`config.mk`:
```
export PLATFORM = sky130hd
export DESIGN_NAME = lattice_green_function_sum
export DESIGN_NICKNAME = d
export VERILOG_FILES = /design/src/hw/rtl/lgfs_pkg.sv /design/src/hw/rtl/lattice_green_function_sum.sv
export SDC_FILE = /design/constraint.sdc
export NUM_CORES = 2
export LEC_CHECK = 0
export ABC_CLOCK_PERIOD_IN_PS = 19550
export BUFFER_PORTS_ARGS = -buffer_cell sky130_fd_sc_hd__buf_4
export CAP_MARGIN = 20
export CORE_ASPECT_RATIO = 0.75
export CORE_MARGIN = 5
export CORE_UTILIZATION = 40
export DETAILED_ROUTE_END_ITERATION = 10
export GPL_ROUTABILITY_DRIVEN = 0
export MAX_ROUTING_LAYER = met4
export PLACE_DENSITY = 0.55
export SYNTH_ARGS = -nofsm -noshare
export SYNTH_HDL_FRONTEND = slang
export SYNTH_SLANG_ARGS = --single-unit
```
`constraint.sdc`:
```
create_clock -name clock -period 19.55 [get_ports clock]
set_input_delay 0.9775 -clock clock [delete_from_list [all_inputs] [get_ports clock]]
set_output_delay 0.9775 -clock clock [all_outputs]
set_load 0.005 [all_outputs]
```
`src/hw/rtl/lgfs_pkg.sv`:
```
// Package for the lattice Green-function sum: widths, constants, FSM state type,
// CSR index codes and the cosine table built at elaboration.
// No dependencies.
package lgfs_pkg;

   localparam int LATTICE_SIZE = 16;   // power of two
   localparam int DIMENSIONS   = 2;

   localparam int LAT_W  = $clog2(LATTICE_SIZE);
   localparam int IDX_W  = 2 * LAT_W;
   localparam int DATA_W = 32;
   localparam int SUM_W  = DATA_W + IDX_W;
   localparam int COS_W  = 18;
   localparam int G_W    = 21;
   localparam int PROD_W = DATA_W + G_W;
   localparam int DIFF_W = PROD_W + 1;
   localparam int RND_W  = DIFF_W + 1;
   localparam int AD_W   = 25;
   localparam int SQ_W   = 2 * AD_W - 1;
   localparam int DEN_W  = 63;
   localparam int REM_W  = 48;
   localparam int DIV_W  = REM_W + 1;
   localparam int STEP_W = $clog2(DATA_W);
   localparam int MUL_W  = DATA_W + 1;

   localparam logic signed [G_W-1:0]   G_BASE      = G_W'(262144);
   localparam logic [RND_W-1:0]        ROUND_POS   = RND_W'(32768);
   localparam logic [RND_W-1:0]        ROUND_NEG   = RND_W'(32769);
   localparam logic [RND_W-17:0]       AD_LIMIT    = (RND_W-16)'(64'h100_0000);
   localparam logic [DEN_W-1:0]        SAT_LIMIT   = DEN_W'(64'h1_0000);
   localparam logic [DEN_W-1:0]        DIV_LIMIT   = DEN_W'(64'h1_0000_0000_0000);
   localparam logic [REM_W-1:0]        REM_INIT    = REM_W'(64'h1_0000);
   localparam logic [DATA_W-1:0]       QUO_MAX     = '1;
   localparam logic [IDX_W-1:0]        IDX_LAST    = '1;
   localparam logic [STEP_W-1:0]       STEP_LAST   = '1;
   localparam logic signed [DATA_W-1:0] HOP_RESET  = DATA_W'(65536);

   localparam logic [63:0] MASK32  = 64'hFFFF_FFFF;
   localparam logic [63:0] Q30_ONE = 64'd1073741824;
   localparam logic [63:0] PI_Q30  = 64'd3373259426;

   typedef enum logic [3:0] {
      ST_IDLE,
      ST_FSQ,
      ST_MUL,
      ST_DIFF,
      ST_ABS,
      ST_SQR,
      ST_DEN,
      ST_CHECK,
      ST_DIVIDE,
      ST_ACCUM
   } state_type;

   typedef enum logic [0:0] {
      CSR_CHEMICAL_POTENTIAL,
      CSR_HOPPING_ENERGY
   } csr_index_type;

   typedef logic signed [COS_W-1:0] cos_rom_type [LATTICE_SIZE];

   function automatic logic signed [COS_W-1:0] cos_phase(logic [63:0] phase);
      logic [63:0] ph;
      logic [63:0] a;
      logic [63:0] x2;
      logic [63:0] v;
      logic        neg;
      logic        use_sin;
      ph      = phase & MASK32;
      neg     = 1'b0;
      use_sin = 1'b0;
      if (ph > 64'h8000_0000) ph = 64'h1_0000_0000 - ph;
      if (ph > 64'h4000_0000) begin
         ph  = 64'h8000_0000 - ph;
         neg = 1'b1;
      end
      if (ph > 64'h2000_0000) begin
         ph      = 64'h4000_0000 - ph;
         use_sin = 1'b1;
      end
      a  = (ph * PI_Q30) >> 31;
      x2 = (a * a) >> 30;
      if (use_sin) begin
         v = Q30_ONE - ((x2 * Q30_ONE) >> 30) / 72;
         v = Q30_ONE - ((x2 * v) >> 30) / 42;
         v = Q30_ONE - ((x2 * v) >> 30) / 20;
         v = Q30_ONE - ((x2 * v) >> 30) / 6;
         v = (a * v) >> 30;
      end else begin
         v = Q30_ONE - ((x2 * Q30_ONE) >> 30) / 90;
         v = Q30_ONE - ((x2 * v) >> 30) / 56;
         v = Q30_ONE - ((x2 * v) >> 30) / 30;
         v = Q30_ONE - ((x2 * v) >> 30) / 12;
         v = Q30_ONE - ((x2 * v) >> 30) / 2;
      end
      v = (v + 64'd8192) >> 14;
      if (neg) v = -v;
      return v[COS_W-1:0];
   endfunction

   function automatic cos_rom_type build_cos_rom();
      cos_rom_type rom;
      for (int p = 0; p < LATTICE_SIZE; p++) begin
         rom[p] = cos_phase(((64'(p) << 32) / LATTICE_SIZE) + 64'h8000_0000);
      end
      return rom;
   endfunction

   localparam cos_rom_type COS_ROM = build_cos_rom();

endpackage

```
`src/hw/rtl/lattice_green_function_sum.sv`:
```
// Lattice Green-function sum: grid mean of 1/(f^2 + (e - mu)^2) over an LxL grid.
// Uses lgfs_pkg (widths, FSM states, CSR codes, cosine table).
//
// Each request forms f^2 once in ST_FSQ; each of the N = L*L = 256 grid points then passes
// through ST_MUL, ST_DIFF, ST_ABS, ST_SQR, ST_DEN, ST_CHECK, the shared restoring divider
// (ST_DIVIDE) when its reciprocal is not saturated or zero, and ST_ACCUM. One frequency
// at a time: busy stays high until the result strobe, and start is taken again in the
// strobe cycle. The receiver cannot stall. Synchronous reset: FSM to idle, mu to 0, t to 1.0.
module lattice_green_function_sum
   import lgfs_pkg::*;
(
   input  logic                     clock,
   input  logic                     reset,
   input  logic                     start,
   output logic                     busy,
   input  logic signed [DATA_W-1:0] req_frequency,
   output logic                     rsp_valid,
   output logic [DATA_W-1:0]        rsp_mean_value,
   output logic                     rsp_saturated,
   input  logic                     csr_write_enable,
   input  logic                     csr_index,
   input  logic [DATA_W-1:0]        csr_write_data
);

   state_type state_ff, state_in;

   logic signed [DATA_W-1:0] mu_ff;
   logic signed [DATA_W-1:0] hop_ff;

   logic signed [DATA_W-1:0] freq_ff, freq_in;
   logic [DEN_W-1:0]         f_sq_ff, f_sq_in;
   logic signed [PROD_W-1:0] prod_ff, prod_in;
   logic signed [DIFF_W-1:0] diff_ff, diff_in;
   logic [AD_W-1:0]          ad_ff, ad_in;
   logic                     ad_big_ff, ad_big_in;
   logic [SQ_W-1:0]          sq_ff, sq_in;
   logic [DEN_W-1:0]         den_ff, den_in;
   logic [REM_W-1:0]         rem_ff, rem_in;
   logic [DIV_W-1:0]         divisor_ff, divisor_in;
   logic [DATA_W-1:0]        quot_ff, quot_in;
   logic [STEP_W-1:0]        step_ff, step_in;
   logic [IDX_W-1:0]         idx_ff, idx_in;
   logic [SUM_W-1:0]         sum_ff, sum_in;
   logic                     sat_ff, sat_in;
   logic                     rsp_valid_ff, rsp_valid_in;
   logic [DATA_W-1:0]        rsp_mean_ff, rsp_mean_in;
   logic                     rsp_sat_ff, rsp_sat_in;

   logic [LAT_W-1:0]         px;
   logic [LAT_W-1:0]         py;
   logic signed [G_W-1:0]    cos_x;
   logic signed [G_W-1:0]    cos_y;
   logic signed [G_W-1:0]    g_value;
   logic [DATA_W-1:0]        freq_abs;
   logic signed [MUL_W-1:0]  mul_a;
   logic signed [MUL_W-1:0]  mul_b;
   logic signed [2*MUL_W-1:0] mul_prod;
   logic [RND_W-1:0]         mag_round;
   logic [RND_W-17:0]        ad_full;
   logic [DIV_W-1:0]         rem_shift;
   logic [DIV_W:0]           trial;
   logic                     term_sat;
   logic                     need_div;
   logic [SUM_W-1:0]         acc_sum;

   assign busy           = (state_ff != ST_IDLE);
   assign rsp_valid      = rsp_valid_ff;
   assign rsp_mean_value = rsp_mean_ff;
   assign rsp_saturated  = rsp_sat_ff;

   assign px      = idx_ff[IDX_W-1:LAT_W];
   assign py      = idx_ff[LAT_W-1:0];
   assign cos_x   = G_W'(COS_ROM[px]);
   assign cos_y   = (DIMENSIONS >= 2) ? G_W'(COS_ROM[py]) : '0;
   assign g_value = G_BASE - ((cos_x + cos_y) <<< 1);

   assign freq_abs  = freq_ff[DATA_W-1] ? DATA_W'(-freq_ff) : DATA_W'(freq_ff);

   always_comb begin
      mul_a = '0;
      mul_b = '0;
      case (state_ff)
         ST_FSQ: begin
            mul_a = {1'b0, freq_abs};
            mul_b = {1'b0, freq_abs};
         end
         ST_MUL: begin
            mul_a = MUL_W'(hop_ff);
            mul_b = MUL_W'(g_value);
         end
         ST_SQR: begin
            mul_a = MUL_W'(ad_ff);
            mul_b = MUL_W'(ad_ff);
         end
         default: ;
      endcase
   end

   assign mul_prod  = (2*MUL_W)'(mul_a) * (2*MUL_W)'(mul_b);
   assign mag_round = diff_ff[DIFF_W-1] ? ({1'b0, ~diff_ff} + ROUND_NEG)
                                        : ({1'b0, diff_ff} + ROUND_POS);
   assign ad_full   = mag_round[RND_W-1:16];

   assign rem_shift = {rem_ff, 1'b0};
   assign trial     = {1'b0, rem_shift} - {1'b0, divisor_ff};

   assign term_sat = !ad_big_ff && (den_ff <= SAT_LIMIT);
   assign need_div = !ad_big_ff && (den_ff > SAT_LIMIT) && (den_ff <= DIV_LIMIT);
   assign acc_sum  = sum_ff + SUM_W'(quot_ff);

   always_comb begin
      state_in = state_ff;
      case (state_ff)
         ST_IDLE:   if (start) state_in = ST_FSQ;
         ST_FSQ:    state_in = ST_MUL;
         ST_MUL:    state_in = ST_DIFF;
         ST_DIFF:   state_in = ST_ABS;
         ST_ABS:    state_in = ST_SQR;
         ST_SQR:    state_in = ST_DEN;
         ST_DEN:    state_in = ST_CHECK;
         ST_CHECK:  state_in = need_div ? ST_DIVIDE : ST_ACCUM;
         ST_DIVIDE: if (step_ff == STEP_LAST) state_in = ST_ACCUM;
         ST_ACCUM:  state_in = (idx_ff == IDX_LAST) ? ST_IDLE : ST_MUL;
         default:   state_in = ST_IDLE;
      endcase
   end

   always_comb begin
      freq_in      = freq_ff;
      f_sq_in      = f_sq_ff;
      prod_in      = prod_ff;
      diff_in      = diff_ff;
      ad_in        = ad_ff;
      ad_big_in    = ad_big_ff;
      sq_in        = sq_ff;
      den_in       = den_ff;
      rem_in       = rem_ff;
      divisor_in   = divisor_ff;
      quot_in      = quot_ff;
      step_in      = step_ff;
      idx_in       = idx_ff;
      sum_in       = sum_ff;
      sat_in       = sat_ff;
      rsp_valid_in = 1'b0;
      rsp_mean_in  = rsp_mean_ff;
      rsp_sat_in   = rsp_sat_ff;
      case (state_ff)
         ST_IDLE: begin
            if (start) begin
               freq_in = req_frequency;
               idx_in  = '0;
               sum_in  = '0;
               sat_in  = 1'b0;
            end
         end
         ST_FSQ:  f_sq_in = mul_prod[DEN_W-1:0];
         ST_MUL:  prod_in = mul_prod[PROD_W-1:0];
         ST_DIFF: diff_in = DIFF_W'(prod_ff) - (DIFF_W'(mu_ff) <<< 16);
         ST_ABS: begin
            ad_in     = ad_full[AD_W-1:0];
            ad_big_in = (ad_full > AD_LIMIT);
         end
         ST_SQR:  sq_in = mul_prod[SQ_W-1:0];
         ST_DEN:  den_in = f_sq_ff + DEN_W'(sq_ff);
         ST_CHECK: begin
            rem_in     = REM_INIT;
            divisor_in = den_ff[DIV_W-1:0];
            step_in    = '0;
            if (term_sat) begin
               quot_in = QUO_MAX;
               sat_in  = 1'b1;
            end else begin
               quot_in = '0;
            end
         end
         ST_DIVIDE: begin
            quot_in = {quot_ff[DATA_W-2:0], ~trial[DIV_W]};
            rem_in  = trial[DIV_W] ? rem_shift[REM_W-1:0] : trial[REM_W-1:0];
            step_in = step_ff + 1'b1;
         end
         ST_ACCUM: begin
            sum_in = acc_sum;
            idx_in = idx_ff + 1'b1;
            if (idx_ff == IDX_LAST) begin
               rsp_valid_in = 1'b1;
               rsp_mean_in  = acc_sum[SUM_W-1:IDX_W];
               rsp_sat_in   = sat_ff;
            end
         end
         default: ;
      endcase
   end

   always_ff @(posedge clock) begin
      if (reset) begin
         state_ff     <= ST_IDLE;
         rsp_valid_ff <= 1'b0;
      end else begin
         state_ff     <= state_in;
         rsp_valid_ff <= rsp_valid_in;
      end
   end

   always_ff @(posedge clock) begin
      if (reset) begin
         mu_ff  <= '0;
         hop_ff <= HOP_RESET;
      end else if (csr_write_enable) begin
         case (csr_index)
            CSR_CHEMICAL_POTENTIAL: mu_ff  <= csr_write_data;
            CSR_HOPPING_ENERGY:     hop_ff <= csr_write_data;
            default: ;
         endcase
      end
   end

   always_ff @(posedge clock) begin
      freq_ff    <= freq_in;
      f_sq_ff    <= f_sq_in;
      prod_ff    <= prod_in;
      diff_ff    <= diff_in;
      ad_ff      <= ad_in;
      ad_big_ff  <= ad_big_in;
      sq_ff      <= sq_in;
      den_ff     <= den_in;
      rem_ff     <= rem_in;
      divisor_ff <= divisor_in;
      quot_ff    <= quot_in;
      step_ff    <= step_in;
      idx_ff     <= idx_in;
      sum_ff     <= sum_in;
      sat_ff     <= sat_in;
      rsp_mean_ff <= rsp_mean_in;
      rsp_sat_ff  <= rsp_sat_in;
   end

endmodule
```
Word-level counts from Yosys, hierarchy flattened:

Memory sizes are Yosys's and may differ from the RTL's.
Index checks and enable logic that the tools add are counted.

* $lt $le $gt $ge: 6
* eq/ne operators: 14
* add/subtract/negate cells: 11
* multiplexer cells: 26
* bitwise gates (word level): 6
* multipliers: 1
* reduce and logical (&&, ||, !) cells: 17

Operator list (count)
* $pmux 33 s3: 2
* $add 54x16->55 const B: 2
* $pmux 48 s2: 1
* $pmux 40 s2: 1
* $mux 18: 4
* $mux 32: 2
* $pmux 32 s2: 1
* $add 63x49->63: 1
* $gt 63x17->1 const B: 1
* $le 63x17->1 const B: 1
* $le 63x49->1 const B: 1
* $mul 33x33->63: 1
* $mux 55: 1
* $not 54->54: 1
* $sub 53x48->54: 1
* $sub 49x49->50: 1
* $mux 48: 1
* $add 40x32->40: 1
* $mux 40: 1
* $pmux 4 s10: 1
* $gt 39x25->1 const B: 1
* $neg 32->32: 1
* $sub 20x20->21 const A: 1
* $add 18x18->19: 1
* 27 further kinds: 51

* word-level logic and storage cells: 104
* memories kept: 2
* memory bits (read-only): 576
* register bits after elaboration: 625

Memory list
* (no name shown): depth 16, width 18, rd ports 1, clocked after memory_dff 0, write ports 0, RTL line lattice_green_function_sum.sv:74 `assign cos_y = (DIMENSIONS >= 2) ? G_W'(COS_ROM[py]) : '0;`
* (no name shown): depth 16, width 18, rd ports 1, clocked after memory_dff 0, write ports 0, RTL line lattice_green_function_sum.sv:73 `assign cos_x = G_W'(COS_ROM[px]);`

Longest topological paths before layout:

* depth after elaboration: 8
* mapped depth: 47

Worst setup path after synthesis:

Ideal clock, no wire load.

* kind: reg-to-reg
* start point: register idx_ff[2]
* end point: register f_sq_ff[57] (data pin)
* path slack: 8.260 ns
* stages on the path, launching flop included: 43
* arrival time: 11.030 ns
* clock period less this slack: 11.290 ns
* cells stage by stage: edfxtp_1 -> clkbuf_1 -> buf_1 -> mux2i_1 -> mux2i_1 -> fa_1 -> a21o_1 -> a211o_1 -> a2111oi_0 -> o21bai_1 -> xnor2_1 -> nand3_1 -> nor4_2 -> nand3_1 -> nand2_2 -> inv_2 -> buf_2 -> nor2_1 -> [7 not listed] -> fa_1 -> fa_1 -> fa_1 -> inv_1 -> fa_1 -> inv_1 -> ha_1 -> a21o_1 -> a21o_1 -> a21oi_1 -> a211oi_1 -> or3_1 -> o311ai_1 -> a31oi_1 -> a221oi_1 -> o21a_1 -> nor2b_1 -> xnor2_1

* cells in the longest elaborated chain, start to end: 8

Ends and longest elaborated chain
* start, declared: RTL line lattice_green_function_sum.sv:42 `logic [IDX_W-1:0] idx_ff, idx_in;`
* start signal, assigned: RTL line lattice_green_function_sum.sv:230 `idx_ff <= idx_in;`
* $not 4->5 (implied by the code): RTL line lattice_green_function_sum.sv:74
* $mem_v2 16x18
* $mux 18 (implied by the code) (2 in series): RTL line lattice_green_function_sum.sv:74
* $add 18x18->19: RTL line lattice_green_function_sum.sv:75 `assign g_value = G_BASE - ((cos_x + cos_y) <<< 1);`
* $sub 20x20->21: RTL line lattice_green_function_sum.sv:75
* $pmux 33 s3: RTL line lattice_green_function_sum.sv:82 `case (state_ff)`
* $mul 33x33->63: RTL line lattice_green_function_sum.sv:99 `assign mul_prod = (2*MUL_W)'(mul_a) * (2*MUL_W)'(mul_b);`
* named net mul_prod[57]: RTL line lattice_green_function_sum.sv:57 `logic signed [2*MUL_W-1:0] mul_prod;`
* end signal, assigned: RTL line lattice_green_function_sum.sv:219 `f_sq_ff <= f_sq_in;`
* end, declared: RTL line lattice_green_function_sum.sv:31 `logic [DEN_W-1:0] f_sq_ff, f_sq_in;`

The timed path passes the listed nets, and every way through them passes these cells. The select of a mux whose other input is x is not followed.
A chain may end at the register's enable or synchronous reset.

Final worst setup path:

* start point: register idx_ff[5]
* end point: register f_sq_ff[62] (data pin)

* cells in the longest elaborated chain, start to end: 8

Ends and longest elaborated chain (RTL line)
* $not 4->5 (implied by the code): lattice_green_function_sum.sv:73
* $mem_v2 16x18
* $mux 18 (implied by the code) (2 in series): lattice_green_function_sum.sv:73
* $add 18x18->19: lattice_green_function_sum.sv:75
* $sub 20x20->21: lattice_green_function_sum.sv:75
* $pmux 33 s3: lattice_green_function_sum.sv:82
* $mul 33x33->63: lattice_green_function_sum.sv:99
* named net mul_prod[62]: lattice_green_function_sum.sv:57

The timed path passes the listed nets, and every way through them passes these cells. The select of a mux whose other input is x is not followed.

==> run_results.csv <==
group,metric,value,unit
sta,fin_crit_sh,72.9,%
die,fp-row-count,134,
synthesis,synthFlopType,"edfxtp_1",
place,hpwlAfterDp,172000,um
power_and_ir_drop,p_leak,35.1,nW
synthesis,avgSynthCellArea,9.64,um2
cells_and_area,num-nets-final,8963,
die,fp.dieH,375,um
worst_setup_path,crit_slowest_cell,"nor2_4",
clock_tree,cts-root-buf,"clkbuf_16",
cells_and_area,drive_gt1_share,5.59,%
sta,finalSetupTns,0,ns
clock_tree,numCtsBuffers,71,
worst_setup_path,worstPathRequired,19.91,ns
run,cap_violations,0,
sta,setup_viol,0,
synthesis,yosysWarnings,0,
worst_setup_path,r2r_slack,5.29,ns
synthesis,async_flop_share,0,%
sta,finalHoldWorstSlack,0.415,ns
clock_tree,cts_sinks,625,
global_routing,grt_max_degree,70,
clock_tree,clk_latency,0.64,ns
global_routing,grt_pass1_vias,53200,
worst_setup_path,critPathArrivalTime,14.62,ns
clock_tree,clk_path_buf_depth,3,
clock_tree,path_clk_slew,0.06,ns
drt,viasPerCell,5.32,
worst_setup_path,cp_top_family,"adder cells",
sta,maxSlewViolCount,0,
worst_setup_path,crit_top_cell,"fa_1",
worst_setup_path,start_kind,"flop",
synthesis,yosys-top-cells-area,"fa_1 (31%), edfxtp_1 (23%), ha_1 (7.2%), inv_1 (7.1%), nand2_1 (6.1%)",
die,fp.dieW,497,um
global_routing,antenna_found_initial,7,
clock_tree,ctsResizeCount,0,
die,coreArea,177000,um2
drt,wire_per_inst,22.2,um
synthesis,synth_seq_area_share,25.4,%
power_and_ir_drop,power.density,99.5,nW/um2
die,start_util,40.1,%
sta,rsz0062_at_grt,"no",
synthesis,synthCells,7375,
drt,firstDrtPassIters,6,
power_and_ir_drop,peakVddDrop,0.000122,V
synthesis,synth_top_area_share,31.5,%
sta,worst_pin_slew,1.18,ns
place,io_buffers,103,
synthesis,synth_edf_count,556,
synthesis,yosys_register_bits,625,
global_routing,grt_usage,24.2,%
clock_tree,postCtsSetupRepairBufs,0,
clock_tree,postCtsHoldBufs,0,
drt,via_count,52200,
cells_and_area,mostFrequentLayoutCells,"inv_1 (1339), nand2_1 (1147), fa_1 (1117), edfxtp_1 (556), nor2_1 (493)",
worst_setup_path,cp-end-kind,"flop",
sta,fin_crit,14.26,ns
global_routing,grt_pass1_wl,331000,um
drt,routed_wl,218000,um
sta,timing.fmax,70.1,MHz
drt,drc,0,
die,ios,104,
clock_tree,cts_tree,"done",
global_routing,gr-total-overflow,0,
synthesis,yosysTopAreaCell,"fa_1",
cells_and_area,fillers,17200,
clock_tree,cts_max_level,3,
sta,fin_skew,0.0300,ns
synthesis,synth.cell_area,71100,um2
worst_setup_path,cp_num_buf_inv,7,
worst_setup_path,crit_type,"flop to flop",
drt,drt_iter0_markers,4459,
worst_setup_path,max_stage_delay,0.82,ns
worst_setup_path,crit_path_max_fanout,37,
die,die_area,186000,um2
outcome,status,"finished, final reports clean",
cells_and_area,area_growth,8.50,%
cells_and_area,final_util,43.5,%
cells_and_area,final_common_cell,"inv_1",
synthesis,synth_cell_type_count,90,
min_path,hold_path_class,"flop to flop",
sta,slew-limit-headroom,21.6,%
drt,drtAntennaViolNets,0,
sta,finalHoldViolCount,0,
[worst reg2reg max path: cells and delay by family (launching register included)]
kind | cells | cell delay [ns]
and+or+nand+nor | 10 | 2.45
buffers and inverters | 7 | 1.57
adders and majority gates | 12 | 5.44
xor gates and xnor gates | 2 | 0.59
DFF | 1 | 0.50
AOI/OAI and AO/OA | 11 | 3.42
[area by class of cell]
cell class              count  area (um2)  share of cell area [%]
flip-flops and latches    625       18100                    23.4
diodes                      3        7.51                 0.00973
inverters                1345        5050                    6.55
clock buffers              89        1950                    2.53
repair buffers            218        1650                    2.14
well taps                2380        2980                    3.86
clock inverters            40         475                   0.616
multi-input cells        5107       46900                    60.9
[kinds of logic after synthesis]
group           share of synthesized area, %
buf+inv                                 8.75
other cells                           0.0106
compound gates                          9.04
fa+ha+maj                               38.7
flops                                   25.4
xor+xnor                                4.13
mux                                    0.769
simple gates                            13.2
[routing by layer]
| metal | GRT usage, % | up-vias | share of wire (%) |
|---|---|---|---|
| li1 | - | 23400 | - |
| met1 | 34.4 | 26200 | 45 |
| met2 | 34.6 | 2297 | 42 |
| met3 | 6.05 | 290 | 11 |
| met4 | 6.04 | 0 | 2.7 |
| met5 | - | - | 0 |
[metrics by stage]
| step | instances | worst slack [ns] | cell area [um2] | total power [mW] |
|---|---|---|---|---|
| 3_3_place_gp | 9672 | 5.74 | 74700 | 6.15 |
| 6_report | 9807 | 5.29 | 77100 | 7.68 |
| 5_1_grt | 9805 | 4.55 | 77100 | 8.20 |
| 3_5_place_dp | 9674 | 5.55 | 74700 | 6.21 |
| 4_1_cts | 9803 | 5.52 | 77100 | 7.63 |
| 2_1_floorplan | 7377 | 8.26 | 71100 | 4.70 |
[cell usage after synthesis (19+ instances only)]
cell type and count:
a211oi_1 27, a21o_1 160, a21oi_1 358, a31oi_1 27, and2_1 87, and3_1 36
buf_1 20, buf_2 24, clkbuf_1 254, dfxtp_1 69, edfxtp_1 556, fa_1 1118
ha_1 408, inv_1 1342, mux2i_1 49, nand2_1 1152, nand2b_1 56, nand3_1 72
nand4_1 42, nor2_1 496, nor2b_1 35, nor3_1 50, nor4_1 33, o211ai_1 19
o21a_1 43, o21ai_0 204, o21bai_1 29, o31ai_1 22, or2_2 21, or3_1 19
xnor2_1 207, xor2_1 128
[worst paths after layout]
path | end | from | depth (start not counted)
worst max-delay path | f_sq_ff[62] | idx_ff[5] | 42
worst min register to register | diff_ff[11] | prod_ff[11] | 0
worst min-delay path | diff_ff[11] | prod_ff[11] | 0
worst max register to register | f_sq_ff[62] | idx_ff[5] | 42
[state kept, by name, indices dropped and copies added, names as in the netlist, 4 cells and up]
signal          count
rem_ff             48
diff_ff            54
quot_ff            32
idx_ff              8
freq_ff            32
den_ff             63
rsp_mean_value     32
step_ff             5
f_sq_ff            63
sum_ff             40
mu_ff              32
prod_ff            53
hop_ff             32
sq_ff              49
divisor_ff         49
state_ff            4
ad_ff              25
[where the power goes]
part | internal (mW) | total (mW) | switching [mW]
clock | 0.821 | 1.38 | 0.560
sequential | 1.86 | 1.93 | 0.0664
combinational | 1.44 | 4.37 | 2.93
(Power assumes the default switching activity.)
